==> config.mk <==
export PLATFORM = sky130hd
export DESIGN_NAME = onewire_master_byte_engine
export DESIGN_NICKNAME = d
export VERILOG_FILES = /design/src/owm_pkg.sv /design/src/owm_phase_len.sv /design/src/onewire_master_byte_engine.sv
export SDC_FILE = /design/constraint.sdc
export NUM_CORES = 1
export LEC_CHECK = 0
export BUFFER_PORTS_ARGS = -buffer_cell sky130_fd_sc_hd__clkbuf_2
export CAP_MARGIN = 40
export CORE_MARGIN = 8
export CORE_UTILIZATION = 55
export CTS_CLUSTER_SIZE = 8
export DETAILED_ROUTE_END_ITERATION = 10
export GPL_ROUTABILITY_DRIVEN = 0
export HOLD_SLACK_MARGIN = 0.08
export PLACE_DENSITY = 0.82
export SLEW_MARGIN = 15
export SYNTH_ARGS = -nofsm -noshare
export SYNTH_HDL_FRONTEND = slang
export SYNTH_HIERARCHICAL = 1
export SYNTH_SLANG_ARGS = --single-unit
export TNS_END_PERCENT = 10
==> constraint.sdc <==
create_clock -name clock -period 4.1 [get_ports clock]
set_input_delay 1.23 -clock clock [delete_from_list [all_inputs] [get_ports clock]]
set_output_delay 1.23 -clock clock [all_outputs]
set_load 0.05 [all_outputs]
==> src/owm_pkg.sv <==
package owm_pkg;

   // Default width of the tick timer
   localparam int unsigned TIMER_BITS_DEF = 10;

   // Configuration registers
   localparam int unsigned CFG_W     = 10;
   localparam int unsigned NUM_CFG   = 8;
   localparam int unsigned CFG_SEL_W = 3;
   localparam int unsigned CFG_IDX_W = 4;

   typedef logic [NUM_CFG-1:0][CFG_W-1:0] cfg_bank_type;

   typedef enum logic [CFG_SEL_W-1:0] {
      REG_RESET_TIME         = 3'd0,
      REG_PRESENCE_WAIT      = 3'd1,
      REG_SHORT_LOW          = 3'd2,
      REG_WRITE_ONE_RELEASE  = 3'd3,
      REG_WRITE_ZERO_LOW     = 3'd4,
      REG_WRITE_ZERO_RELEASE = 3'd5,
      REG_READ_SAMPLE_WAIT   = 3'd6,
      REG_READ_RELEASE       = 3'd7
   } cfg_sel_type;

   // Power-on register values, index 7 in the top slot
   localparam cfg_bank_type CFG_RESET = {
      10'd55, 10'd9, 10'd10, 10'd60, 10'd64, 10'd6, 10'd15, 10'd480
   };

   // Command codes on the mode field
   typedef enum logic [1:0] {
      MODE_RESET = 2'd0,
      MODE_WRITE = 2'd1,
      MODE_READ  = 2'd2,
      MODE_NONE  = 2'd3
   } mode_type;

   // Bus sequencer phases
   typedef enum logic [6:0] {
      PH_IDLE      = 7'b0000001,
      PH_RST_LOW   = 7'b0000010,
      PH_RST_WAIT  = 7'b0000100,
      PH_RST_REC   = 7'b0001000,
      PH_SLOT_LOW  = 7'b0010000,
      PH_SLOT_REL  = 7'b0100000,
      PH_READ_TAIL = 7'b1000000
   } phase_type;

   // What the phase length lookup needs to know about the current slot
   typedef struct packed {
      phase_type phase;
      logic      read_cmd;
      logic      bit_one;
   } len_sel_type;

   localparam int unsigned BYTE_W = 8;
   localparam int unsigned BIT_W  = 3;

endpackage

==> src/owm_phase_len.sv <==
module owm_phase_len #(
   parameter int unsigned TIMER_BITS = owm_pkg::TIMER_BITS_DEF
) (
   input  owm_pkg::len_sel_type  sel,
   input  owm_pkg::cfg_bank_type cfg,
   output logic [owm_pkg::CFG_W-1:0] len
);
   import owm_pkg::*;

   // Longest phase the timer can count
   localparam logic [CFG_W-1:0] LEN_MAX =
      (TIMER_BITS >= CFG_W) ? {CFG_W{1'b1}} : CFG_W'((1 << TIMER_BITS) - 1);

   cfg_sel_type      reg_sel;
   logic [CFG_W-1:0] raw;

   always_comb begin
      reg_sel = REG_RESET_TIME;
      unique case (sel.phase)
         PH_RST_LOW, PH_RST_REC: reg_sel = REG_RESET_TIME;
         PH_RST_WAIT:            reg_sel = REG_PRESENCE_WAIT;
         PH_SLOT_LOW:
            reg_sel = (sel.read_cmd || sel.bit_one) ? REG_SHORT_LOW : REG_WRITE_ZERO_LOW;
         PH_SLOT_REL:
            if (sel.read_cmd) begin
               reg_sel = REG_READ_SAMPLE_WAIT;
            end else begin
               reg_sel = sel.bit_one ? REG_WRITE_ONE_RELEASE : REG_WRITE_ZERO_RELEASE;
            end
         PH_READ_TAIL:           reg_sel = REG_READ_RELEASE;
         default:                reg_sel = REG_RESET_TIME;
      endcase
   end

   assign raw = cfg[reg_sel];

   // Zero counts as one tick; clamp to what the timer can reach
   always_comb begin
      if (raw == '0) begin
         len = CFG_W'(1);
      end else if (raw > LEN_MAX) begin
         len = LEN_MAX;
      end else begin
         len = raw;
      end
   end

endmodule

==> src/onewire_master_byte_engine.sv <==
// Single-wire bus master, one tick per input beat.
// An accepted req beat gets its rsp beat in the next cycle (one result register).
// Throughput: 1 beat per cycle unless rsp_stall holds the result register; the
// sequencer update is one pass of timer compare and phase decode (state to rsp regs).
// Reset (synchronous, active high): sequencer idle, timer/shift/flags cleared,
// registers back to power-on timing (480/15/6/64/60/10/9/55), rsp channel empty.
module onewire_master_byte_engine #(
   parameter int unsigned TIMER_BITS = owm_pkg::TIMER_BITS_DEF
) (
   input  logic                          clock,
   input  logic                          reset,
   // tick channel
   input  logic                          req_valid,
   output logic                          req_stall,
   input  logic                          req_start_req,
   input  logic [1:0]                    req_mode,
   input  logic [owm_pkg::BYTE_W-1:0]    req_write_value,
   input  logic                          req_bus_level,
   // result channel
   output logic                          rsp_valid,
   input  logic                          rsp_stall,
   output logic                          rsp_drive_low,
   output logic                          rsp_busy_res,
   output logic                          rsp_done_res,
   output logic [owm_pkg::BYTE_W-1:0]    rsp_read_value,
   output logic                          rsp_present,
   // register write port
   input  logic                          csr_wr_en,
   input  logic [owm_pkg::CFG_IDX_W-1:0] csr_index,
   input  logic [owm_pkg::CFG_W-1:0]     csr_wr_data
);
   import owm_pkg::*;

   // Compare width covers both the timer and the register range
   localparam int unsigned CMP_W = ((TIMER_BITS > CFG_W) ? TIMER_BITS : CFG_W) + 1;

   // ---------------------------------------------------------------------
   // Timing registers
   // ---------------------------------------------------------------------
   cfg_bank_type cfg_ff;

   always_ff @(posedge clock) begin
      if (reset) begin
         cfg_ff <= CFG_RESET;
      end else if (csr_wr_en && (csr_index < CFG_IDX_W'(NUM_CFG))) begin
         cfg_ff[csr_index[CFG_SEL_W-1:0]] <= csr_wr_data;
      end
   end

   // ---------------------------------------------------------------------
   // Sequencer state
   // ---------------------------------------------------------------------
   phase_type              phase_ff,    phase_in;
   logic [TIMER_BITS-1:0]  tick_timer_ff, tick_timer_in;
   logic [BIT_W-1:0]       bit_index_ff, bit_index_in;
   logic [BYTE_W-1:0]      shift_byte_ff, shift_byte_in;
   logic [1:0]             command_kind_ff, command_kind_in;
   logic                   presence_ff, presence_in;
   logic [BYTE_W-1:0]      last_read_ff, last_read_in;
   logic                   done;

   // Result register
   logic                   rsp_valid_ff, rsp_valid_in;
   logic                   drive_low_ff, busy_ff, done_ff;

   logic                   req_beat;
   len_sel_type            len_sel;
   logic [CFG_W-1:0]       phase_len;
   logic                   phase_end;
   logic                   read_cmd;

   // Take a new tick whenever the result register is free or drains this cycle
   assign req_stall = rsp_valid_ff && rsp_stall;
   assign req_beat  = req_valid && !req_stall;

   assign read_cmd         = (command_kind_ff == MODE_READ);
   assign len_sel.phase    = phase_ff;
   assign len_sel.read_cmd = read_cmd;
   assign len_sel.bit_one  = shift_byte_ff[0];

   owm_phase_len #(
      .TIMER_BITS (TIMER_BITS)
   ) u_phase_len (
      .sel (len_sel),
      .cfg (cfg_ff),
      .len (phase_len)
   );

   assign phase_end = (CMP_W'(tick_timer_ff) + CMP_W'(1)) >= CMP_W'(phase_len);

   // Next state for one tick
   always_comb begin
      phase_in        = phase_ff;
      tick_timer_in   = tick_timer_ff;
      bit_index_in    = bit_index_ff;
      shift_byte_in   = shift_byte_ff;
      command_kind_in = command_kind_ff;
      presence_in     = presence_ff;
      last_read_in    = last_read_ff;
      done            = 1'b0;

      if (phase_ff == PH_IDLE) begin
         // Launch a command; mode three means nothing and is dropped
         if (req_start_req && (req_mode != MODE_NONE)) begin
            command_kind_in = req_mode;
            tick_timer_in   = '0;
            bit_index_in    = '0;
            if (req_mode == MODE_RESET) begin
               phase_in = PH_RST_LOW;
            end else begin
               shift_byte_in = (req_mode == MODE_WRITE) ? req_write_value : '0;
               phase_in      = PH_SLOT_LOW;
            end
         end
      end else if (phase_end) begin
         tick_timer_in = '0;
         unique case (phase_ff)
            PH_RST_LOW: phase_in = PH_RST_WAIT;
            PH_RST_WAIT: begin
               // Presence: a device holds the bus low
               presence_in = !req_bus_level;
               phase_in    = PH_RST_REC;
            end
            PH_RST_REC: begin
               phase_in = PH_IDLE;
               done     = 1'b1;
            end
            PH_SLOT_LOW: phase_in = PH_SLOT_REL;
            PH_SLOT_REL: begin
               if (read_cmd) begin
                  // Sample the read bit into the top, shift toward LSB
                  shift_byte_in = {req_bus_level, shift_byte_ff[BYTE_W-1:1]};
                  phase_in      = PH_READ_TAIL;
               end else begin
                  shift_byte_in = {1'b0, shift_byte_ff[BYTE_W-1:1]};
                  if (bit_index_ff == BIT_W'(BYTE_W - 1)) begin
                     bit_index_in = '0;
                     phase_in     = PH_IDLE;
                     done         = 1'b1;
                  end else begin
                     bit_index_in = bit_index_ff + BIT_W'(1);
                     phase_in     = PH_SLOT_LOW;
                  end
               end
            end
            PH_READ_TAIL: begin
               if (bit_index_ff == BIT_W'(BYTE_W - 1)) begin
                  bit_index_in = '0;
                  phase_in     = PH_IDLE;
                  done         = 1'b1;
                  last_read_in = shift_byte_ff;
               end else begin
                  bit_index_in = bit_index_ff + BIT_W'(1);
                  phase_in     = PH_SLOT_LOW;
               end
            end
            default: phase_in = PH_IDLE;
         endcase
      end else begin
         tick_timer_in = tick_timer_ff + TIMER_BITS'(1);
      end
   end

   // Advance the sequencer only on an accepted tick
   always_ff @(posedge clock) begin
      if (reset) begin
         phase_ff        <= PH_IDLE;
         tick_timer_ff   <= '0;
         bit_index_ff    <= '0;
         shift_byte_ff   <= '0;
         command_kind_ff <= '0;
         presence_ff     <= 1'b0;
         last_read_ff    <= '0;
      end else if (req_beat) begin
         phase_ff        <= phase_in;
         tick_timer_ff   <= tick_timer_in;
         bit_index_ff    <= bit_index_in;
         shift_byte_ff   <= shift_byte_in;
         command_kind_ff <= command_kind_in;
         presence_ff     <= presence_in;
         last_read_ff    <= last_read_in;
      end
   end

   // ---------------------------------------------------------------------
   // Result register: load on every accepted tick, hold while stalled
   // ---------------------------------------------------------------------
   always_comb begin
      if (req_beat) begin
         rsp_valid_in = 1'b1;
      end else if (rsp_stall) begin
         rsp_valid_in = rsp_valid_ff;
      end else begin
         rsp_valid_in = 1'b0;
      end
   end

   always_ff @(posedge clock) begin
      if (reset) begin
         rsp_valid_ff <= 1'b0;
      end else begin
         rsp_valid_ff <= rsp_valid_in;
      end
   end

   always_ff @(posedge clock) begin
      if (req_beat) begin
         drive_low_ff <= (phase_in == PH_RST_LOW) || (phase_in == PH_SLOT_LOW);
         busy_ff      <= (phase_in != PH_IDLE);
         done_ff      <= done;
      end
   end

   assign rsp_valid      = rsp_valid_ff;
   assign rsp_drive_low  = drive_low_ff;
   assign rsp_busy_res   = busy_ff;
   assign rsp_done_res   = done_ff;
   // Read byte and presence are sequencer state already updated with the beat
   assign rsp_read_value = last_read_ff;
   assign rsp_present    = presence_ff;

`ifndef SYNTHESIS
   // The bus is only pulled low while a command runs
   a_drive_needs_busy: assert property (@(posedge clock) disable iff (reset)
      rsp_valid_ff |-> !(rsp_drive_low && !rsp_busy_res))
      else $error("drive_low without busy");

   // A completing command leaves the block idle
   a_done_idle: assert property (@(posedge clock) disable iff (reset)
      rsp_valid_ff |-> !(rsp_done_res && rsp_busy_res))
      else $error("done while busy");

   // An empty result register never holds off the tick channel
   a_no_stall_when_empty: assert property (@(posedge clock) disable iff (reset)
      !rsp_valid_ff |-> !req_stall)
      else $error("stall with empty result register");

   // Bit counter only moves inside a byte transfer
   a_bit_index_in_slot: assert property (@(posedge clock) disable iff (reset)
      (bit_index_ff != '0) |-> ((phase_ff == PH_SLOT_LOW) || (phase_ff == PH_SLOT_REL)
                                || (phase_ff == PH_READ_TAIL)))
      else $error("bit index outside byte transfer");
`endif

endmodule

==> results of run 1 <==
[worst max-delay path by stage]
stage / start / endpoint / slack, ps / cells past startpoint
after floorplan: phase_ff[0]$_SDFFE_PP1P_ / rsp_busy_res$_DFFE_PP_ / 10 / 17
after global placement: phase_ff[1]$_SDFFE_PP0P_ / shift_byte_ff[7]$_SDFFE_PP0P_ / -200 / 20
after detailed placement: command_kind_ff[0]$_SDFFE_PP0P_ / rsp_busy_res$_DFFE_PP_ / -380 / 19
after CTS: phase_ff[1]$_SDFFE_PP0P_ / rsp_busy_res$_DFFE_PP_ / -250 / 18
after global routing: command_kind_ff[0]$_SDFFE_PP0P_ / shift_byte_ff[6]$_SDFFE_PP0P_ / -490 / 21
final: command_kind_ff[0]$_SDFFE_PP0P_ / shift_byte_ff[3]$_SDFFE_PP0P_ / -410 / 21
[power by group]
group | internal [µW] | switching (µW)
sequential | 1220 | 14.4
combinational | 107 | 182
clock | 966 | 606
total | 2300 | 802
[cell usage after synthesis (all sizes together) (7+ instances only)]
library cell / number / area (µm²)
a211o: 17 / 149
a21oi: 49 / 245
and3: 19 / 119
buf: 21 / 130
clkbuf: 29 / 109
dfxtp: 120 / 2400
ha: 13 / 163
inv: 26 / 97.6
mux2i: 76 / 761
nand2: 105 / 397
nand2b: 18 / 113
nand3: 24 / 125
nand3b: 12 / 90.1
nor2: 77 / 292
nor2b: 14 / 87.6
nor3: 7 / 46.3
o21ai: 21 / 109
or4: 14 / 105
[through the flow]
step	power, µW	instances
after global routing	3170	1000
after floorplan	1430	755
final	3100	1000
after detailed placement	1510	956
after CTS	3070	995
after global placement	1500	956
[cells in the final DEF, fill, tap and decap left out, types with 4 or more instances in the layout]
cell	instances
inv_1	25
clkbuf_2	43
mux2_2	4
and3_1	17
nand3b_1	12
nand2_1	104
nand4_1	4
xnor2_1	6
buf_6	5
a21o_1	5
o211ai_1	6
nor2_1	73
mux2i_2	6
a22o_1	4
dfxtp_1	116
dfxtp_2	4
a211o_1	17
clkinv_4	4
mux2i_1	70
o21a_1	5
o31ai_4	4
clkbuf_16	17
nand3_1	23
nor2b_1	14
buf_4	69
nor3_1	5
ha_1	13
a32oi_1	4
o21ai_0	18
nand2b_1	16
or4_1	12
a21oi_1	47
[critical path: cells and delay by family, from the launching register on]
family	cells	cell delay, ps
and+or+nand+nor	6	1830
AOI/OAI and AO/OA	8	1220
buffers and inverters	5	670
DFF	1	330
muxes	1	210
adders and majority gates	1	170
[cells by family after synthesis]
group	count (synthesis)	synth area share (%)
xor+xnor	9	1.23
simple gates	316	24.7
flops	123	38.9
compound gates	138	14.9
buf+inv	76	5.25
fa+ha+maj	13	2.54
mux	80	12.6
[cell type report]
class                   instances  area (µm²)
multi-input cells             556        3780
fillers                       779        3390
flip-flops and latches        123        2500
repair buffers                120         857
clock buffers                  17         425
clock inverters                15         190
well taps                     143         179
inverters                      26         100
[sequential cells by signal, indices dropped and copies added, names as in the netlist]
name and cells:
rsp_read_value 8, shift_byte_ff 8, phase_ff 7, rsp_present 1, rsp_busy_res 1, rsp_valid 1
bit_index_ff 3, command_kind_ff 2, tick_timer_ff 10, cfg_ff 80, rsp_drive_low 1, rsp_done_res 1
[layer usage]
metal	vias to the layer above	track usage [%]	wire (µm)
met5	-	0	0
met4	0	16.2	1060
met3	120	6.03	1730
met2	410	43.1	9520
met1	2973	29.9	7690
li1	2843	-	-
[repair_timing]
item                       CTS  global route
setup endpoints to repair   40            40
resized for setup           29            15
cloned                       1             0
setup buffers                6             5
pin swaps                    9             7
==> impl_results.md, run 1 <==
- Status: finished, violations left
- Failing checks: setup timing
- WHS Path Cells: 2
- Power Density: a little under 400 nW/µm²
- Endpoint arrival time on the critical path: ~4900 ps
- Initial Util: between 50% and 60%
- Nets: between 800 and 900
- Layout Skew: approximately 8 ps
- Die width: 124 µm
- Count of final setup violators: 40
- Largest net degree at the start of global routing: 48
- Clk Latency, worst-skew pair: between 400 and 500 ps
- Final non-filler cell area: 8030 µm²
- Synth Area per Inst: around 8.5 µm²
- RR Startpoint: command_kind_ff[0]$_SDFFE_PP0P_
- Initial antenna violation count: 0
- Vias: 6,346
- Max Clk Rate: 222 MHz
- Worst path cell trace: nand2b_4 > inv_4 > or3b_4 > o221ai_4 > buf_6 > and2_4 > buf_6 > mux2i_2 > o211ai_1 > o21a_1 > or4_4 > o31ai_4 > ha_1 > nand2b_4 > a21oi_4 > o31ai_4 > buf_6 > o31ai_4 > buf_6 > or4_1 > o21ai_0
- I/O pin count: 45
- Hold Crit Endpoint: cfg_ff[25]$_SDFFE_PP0P_
- DP Area: roughly 7100 µm²
- Clock buffer depth: 2
- Maxcap violations: 0
- Top_reg_cell synth: dfxtp_1
- Crit path launch type: flip-flop
- CTS Sinks: 123
- Total track usage: between 20% and 30%
- Worst Hold Launch: cfg_ff[25]$_SDFFE_PP0P_
- Root Buffer: clkbuf_16
- Endpoint class of the critical path: flip-flop
- Unrepaired setup endpoints after global routing: yes
- Required time of the critical path: approximately 4500 ps
- Synth Cell Area: about 6400 µm²
- Hold Crit Class: flip-flop to flip-flop
- Slew @ Worst Pin: 653 ps
- Hold slack: 456 ps
- First-pass GRT wire length: approximately 31,000 µm
- Synthesis-to-layout area growth: 25.2%
- Core Region: ~11,000 µm²
- Final Hold Violating Endpoints: 0
- #FFs+latches synth: 123
- R2r setup slk: -410 ps
- CP max-delay cell: or4_1
- DIE HEIGHT: around 120 µm
- Share of flip-flops with an asynchronous set or reset: 0%
- Wire per inst: between 15 and 20 µm
- Via density: between 6 and 7
- Layout cells sized above 1: roughly a quarter
- Final Max Slew Viols: 0
- Drt first-iter violations: ~840
- Layout Utilization: around 70%
- R2R depth: 21
- TritonCTS buffer count: 17
- CP peak stage delay: ~500 ps
- Relative slew margins: between 50 and 60%
- Post-Syn Instances: around 760
- Diode count: 0
- Die ar.: about 15,000 µm²
- Clk pin slew, worst setup/hold paths: 60 ps
- Largest fanout on the critical path: 10
- Gr ovfl total: 0
- Port buffer count: 44
- CTS tree: built
- Hold buffer count at CTS: 0
- Crit Reg-Reg Endpoint: shift_byte_ff[3]$_SDFFE_PP0P_
- P_leak: ~0.0033 µW
- Rows: 39
- Drt first pass iters: 6
- H-tree Lvls: 4
- Dpl hpwl: 11,900 µm
- Vias in the first global route: around 6,300
- Fin crit period: ~4500 ps
- Worst vdd ir: around 0.34 mV
- Setup TNS Final: -12,800 ps
- Final ANT Viol Nets: 0
- EDFF count, synth: 3
- Path type of the worst setup path: flip-flop to flip-flop
- DRC violations left: 0
- Worst slack at placement: -379 ps
- Period utilization: 110%
- Library cells used by synthesis: 65
- Fin worst setup slack: -413 ps
- Syn nets: between 700 and 800
- CP most frequent cell: buf_6
- Yosys warnings: 6
- WL final: 20,000 µm
- Sequential element share of the synthesized area: about two fifths
Power figures use the tool's default switching activity.
==> run 2: changes to the inputs <==
CORE_UTILIZATION = 60   (was 55)
PLACE_DENSITY = 0.84   (was 0.82)
SETUP_SLACK_MARGIN = 0.2   (was default)
SKIP_LAST_GASP = 1   (was default)
clock period = 5.55 ns   (was 4.1 ns; I/O delays follow)
==> impl_results.md, run 2 (synthesis gave the netlist of run 1 again) <==
- Status: finished, final reports clean
- Final Hold Violating Endpoints: 0
- Core Region: ~10,000 µm²
- Crit path launch type: flip-flop
- Path type of the worst setup path: flip-flop to flip-flop
- Root Buffer: clkbuf_8
- Commonest non-fill, non-tap cell in the layout: dfxtp_1
- Hold buffer count at CTS: 0
- Total power: between 2000 and 2500 µW
- Clk Latency, worst-skew pair: 530 ps
- CTS resizes: 0
- CTS Sinks: between 100 and 150
- Initial Util: about three fifths
- Fin crit period: 4960 ps
- Placed Cells incl. Taps: ~900
- DIE HEIGHT: approximately 120 µm
- Synthesis-to-layout area growth: 13.6%
- Total track usage: 23.1%
- Clk pin slew, worst setup/hold paths: around 60 ps
- Gr ovfl total: 0
- Maxcap violations: 0
- CTS tree: built
- Vias in the first global route: ~5,500
- Layout cells sized above 1: roughly 14%
- Slew @ Worst Pin: just over 900 ps
- Clock buffer depth: 2
- Rows: 37
- Final non-filler cell area: 7280 µm²
- Required time of the critical path: 6000 ps
- Max Clk Rate: 202 MHz
- Wire per inst: roughly 18 µm
- Via density: 6.20
- I/O pin count: 45
- P_leak: around 0.0030 µW
- Relative slew margins: roughly 39%
- TritonCTS buffer count: 17
- Highest-count cells in the layout ignoring fill and taps: dfxtp_1 (120), nand2_1 (104), nor2_1 (76), mux2i_1 (76), a21oi_1 (49)
- Post-Layout Cell Count: 931
- Setup TNS Final: 0 ps
- DRC violations left: 0
- Layout Skew: roughly 6.4 ps
- Die width: approximately 120 µm
- Hold slack: 456 ps
- Max reg flops: 80
- Vias: 5,768
- Final Max Slew Viols: 0
- Post-CTS Repair Setup Buffers: 0
- Drt first-iter violations: between 600 and 700
- Most flops, register: cfg_ff
- Drt first pass iters: 6
- Unrepaired setup endpoints after global routing: no
- H-tree Lvls: 4
- DP Area: approximately 6700 µm²
- Dpl hpwl: approximately 11,000 µm
- Period utilization: roughly 89%
- Nets: ~830
- Port buffer count: 44
- Power Density: roughly 300 nW/µm²
- Initial antenna violation count: 0
- Worst vdd ir: between 0.15 and 0.2 mV
- Endpoint class of the critical path: flip-flop
- Endpoint arrival time on the critical path: ~5400 ps
- Count of final setup violators: 0
- Hold Crit Class: flip-flop to flip-flop
- Largest fanout on the critical path: 16
- Diode count: 0
- Biggest regs: cfg_ff (80), tick_timer_ff (10)
- Largest net degree at the start of global routing: a little under 70
- Final ANT Viol Nets: 0
- First-pass GRT wire length: ~27,000 µm
- WL final: approximately 16,000 µm
- Fill cell count: 755
- Die ar.: approximately 14,000 µm²
## run 2: final timing paths
kind	end	slack (ps)	cells after the start	from
worst max-delay path	shift_byte_ff[4]$_SDFFE_PP0P_	590	17	command_kind_ff[0]$_SDFFE_PP0P_
worst min-delay path	cfg_ff[4]$_SDFFE_PP0P_	460	2	cfg_ff[4]$_SDFFE_PP0P_
worst max register to register	shift_byte_ff[4]$_SDFFE_PP0P_	590	17	command_kind_ff[0]$_SDFFE_PP0P_
worst min register to register	cfg_ff[4]$_SDFFE_PP0P_	460	2	cfg_ff[4]$_SDFFE_PP0P_
## run 2: critical path, cell delays in order, from the launching register on
cell	delay, ps
dfxtp_1	320
nand2b_1	220
inv_1	120
or3b_1	410
o221ai_2	240
nand2_2	300
mux2i_1	260
mux2i_1	110
mux2_2	320
or4_1	570
o31ai_2	230
ha_1	260
nand2b_1	140
a21oi_1	230
o31ai_4	160
o31ai_4	500
nor2_1	240
o21ai_0	230
## run 2: where the power goes
part / switching [µW] / total (µW) / internal, µW
Sequential: 12.7 / 915 / 903
Clock: 414 / 1080 / 664
Combinational: 111 / 168 / 56.7
## run 2: through the flow
step | setup slack, ps | util, %
4_1_cts | 349 | 69.8
3_5_place_dp | 373 | 64.2
6_report | 590 | 70.2
3_3_place_gp | 665 | 64.1
5_1_grt | 318 | 70.2
2_1_floorplan | 1160 | -
## run 2: cell type report
type                            count  area [µm²]  area share [%]
Sequential cell                   123        2490            34.2
Inverter                           26        97.6            1.34
Timing Repair Buffer               58         347            4.76
Multi-Input combinational cell    556        3590            49.3
Clock buffer                       19         442            6.07
Clock inverter                     13         139            1.91
Tap cell                          136         170            2.34
## run 2: metal layers
metal | vias up | global-route usage, % | routed length (µm)
met1 | 2735 | 27.9 | 7030
li1 | 2706 | - | -
met3 | 56 | 5.62 | 1160
met4 | 0 | 10.1 | 466
met2 | 271 | 38.3 | 7750
met5 | - | 0 | 0
==> run 3: changes to the inputs <==
CORE_MARGIN = 3   (was 8)
CORE_UTILIZATION = 35   (was 60)
PLACE_DENSITY = 0.56   (was 0.84)
==> impl_results.md, run 3 (synthesis gave the netlist of run 1 again) <==
- Fin worst setup slack: approximately 670 ps
- CTS Sinks: between 100 and 150
- Worst slack at placement: between 400 and 500 ps
- Endpoint arrival time on the critical path: approximately 5200 ps
- Crit Reg-Reg Endpoint: shift_byte_ff[5]$_SDFFE_PP0P_
- Status: finished, final reports clean
- Wire per inst: ~16 µm
- Total track usage: between 15 and 20%
- CP max-delay cell: and3_1
- Drt first-iter violations: ~380
- Largest net degree at the start of global routing: 77
- Final Max Slew Viols: 0
- Placed Cells incl. Taps: about 1,000
- First-pass GRT wire length: roughly 27,000 µm
- Maxcap violations: 0
- Internal Power: about 1700 µW
- Rows: 48
- Layout Utilization: between 40% and 50%
- Drt first pass iters: 5
- Dpl hpwl: about 11,000 µm
- Gr ovfl total: 0
- Power Density: around 300 nW/µm²
- Die ar.: around 20,000 µm²
- DRC violations left: 0
- Worst Hold Launch: cfg_ff[55]$_SDFFE_PP0P_
- R2R depth: 16
- RR Startpoint: phase_ff[5]$_SDFFE_PP0P_
- Post-Layout Cell Count: slightly above 1,000
- Highest-count cells in the layout ignoring fill and taps: dfxtp_1 (120), nand2_1 (104), mux2i_1 (76), nor2_1 (75), a21oi_1 (49)
- P_sw: between 500 and 600 µW
- Slew @ Worst Pin: between 700 and 800 ps
- Synthesis-to-layout area growth: 16.2%
- Most flops, register: cfg_ff
- Largest fanout on the critical path: 13
- Clock Power Share: approximately half
- Initial antenna violation count: 0
- WL final: 16,200 µm
- Register share of total power: between 40 and 50%
- Vias: about 5,300
- Count of final setup violators: 0
- Setup TNS Final: 0 ps
- Layout Skew: between 20 and 25 ps
- Vias in the first global route: 5,028
- Period utilization: roughly 88%
- Crit. Startpoint: phase_ff[5]$_SDFFE_PP0P_
- Unrepaired setup endpoints after global routing: no
- Worst path cell trace: nand2b_1 > o211ai_1 > and3_1 > mux2_2 > nor2_1 > a221oi_1 > or4_1 > o31ai_2 > ha_1 > nand2b_1 > a21oi_1 > o31ai_4 > o31ai_4 > buf_4 > or4_1 > o21ai_0
- Logic pwr share: under 10%
- Required time of the critical path: between 5000 and 6000 ps
- Via density: 5.16
- P_leak: 0.00300 µW
- Max reg flops: 80
- Initial Util: between 30% and 40%
- Final Hold Violating Endpoints: 0
- Endpoint class of the critical path: flip-flop
- R2r setup slk: 670 ps
- Clock buffer depth: 2
- Nets: 829
- Hold Crit Class: flip-flop to flip-flop
- Commonest non-fill, non-tap cell in the layout: dfxtp_1
- Final ANT Viol Nets: 0
- CP endpoint: shift_byte_ff[5]$_SDFFE_PP0P_
- Relative slew margins: between 40% and 50%
- Biggest regs: cfg_ff (80), tick_timer_ff (10)
- H-tree Lvls: 4
- Crit path launch type: flip-flop
- Root Buffer: clkbuf_16
- Port buffer count: 44
- Clk pin slew, worst setup/hold paths: ~60 ps
- Worst vdd ir: between 0.2 and 0.25 mV
- Die width: ~140 µm
- Diode count: 0
- Core Region: ~18,000 µm²
- I/O pin count: 45
- Fin crit period: 4880 ps
- Sw frac: 25.3%
- TritonCTS buffer count: 17
- DP Area: between 6000 and 7000 µm²
- CTS tree: built
- Path type of the worst setup path: flip-flop to flip-flop
- Final non-filler cell area: about 7400 µm²
- Layout cells sized above 1: 14.7%
- CP peak stage delay: 610 ps
- DIE HEIGHT: around 140 µm
- Max Clk Rate: 205 MHz
- Clk Latency, worst-skew pair: 430 ps
[run 3: how the worst min path moves through the flow]
stage	endpoint	slack, ps	cells past startpoint
after CTS	cfg_ff[25]$_SDFFE_PP0P_	450	2
after floorplan	cfg_ff[55]$_SDFFE_PP0P_	430	2
final	cfg_ff[55]$_SDFFE_PP0P_	450	2
after detailed placement	cfg_ff[25]$_SDFFE_PP0P_	440	2
after global placement	cfg_ff[25]$_SDFFE_PP0P_	440	2
after global routing	cfg_ff[2]$_SDFFE_PP0P_	460	2
[run 3: cell type report]
type                       count  area [µm²]
sequential                   123        2490
multi-input combinational    556        3590
fill                        1766       10200
tap                          225         282
inverter                      26        97.6
timing repair buffer          61         365
clock buffer                  17         425
clock inverter                15         189
[run 3: worst max-delay path: cells and delay by family, from the launching register on]
kind                       cells  cell delay [ps]
AOI/OAI and AO/OA              7             1460
buffers and inverters          1              190
DFF                            1              600
muxes                          1              400
and+or+nand+nor                6             1990
adders and majority gates      1              150
[run 3: metrics by stage]
step                hold WS [ps]  total power (µW)
floorplan                    432              1050
global placement             443              1100
detailed placement           444              1100
CTS                          453              2270
global route                 465              2320
finish                       451              2240
[run 3: layer usage]
layer,routed length [µm],GRT usage [%],vias up
li1,-,-,2712
met1,8080,24.2,2448
met2,7380,25.3,114
met3,675,3.10,6
met4,105,5.66,0
met5,0,0,-
[run 3: repair_timing]
action | CTS | global route
gates resized for setup | 0 | 2
hold buffers | 0 | 0
setup endpoints to repair | 0 | 11
buffers inserted | 0 | 0
[run 3: power groups by stage]
stage,clock network (µW),registers (µW),logic (µW)
floorplan,0,937,117
global placement,0,931,172
detailed placement,0,931,172
CTS,1180,912,172
global route,1220,914,193
finish,1160,912,172
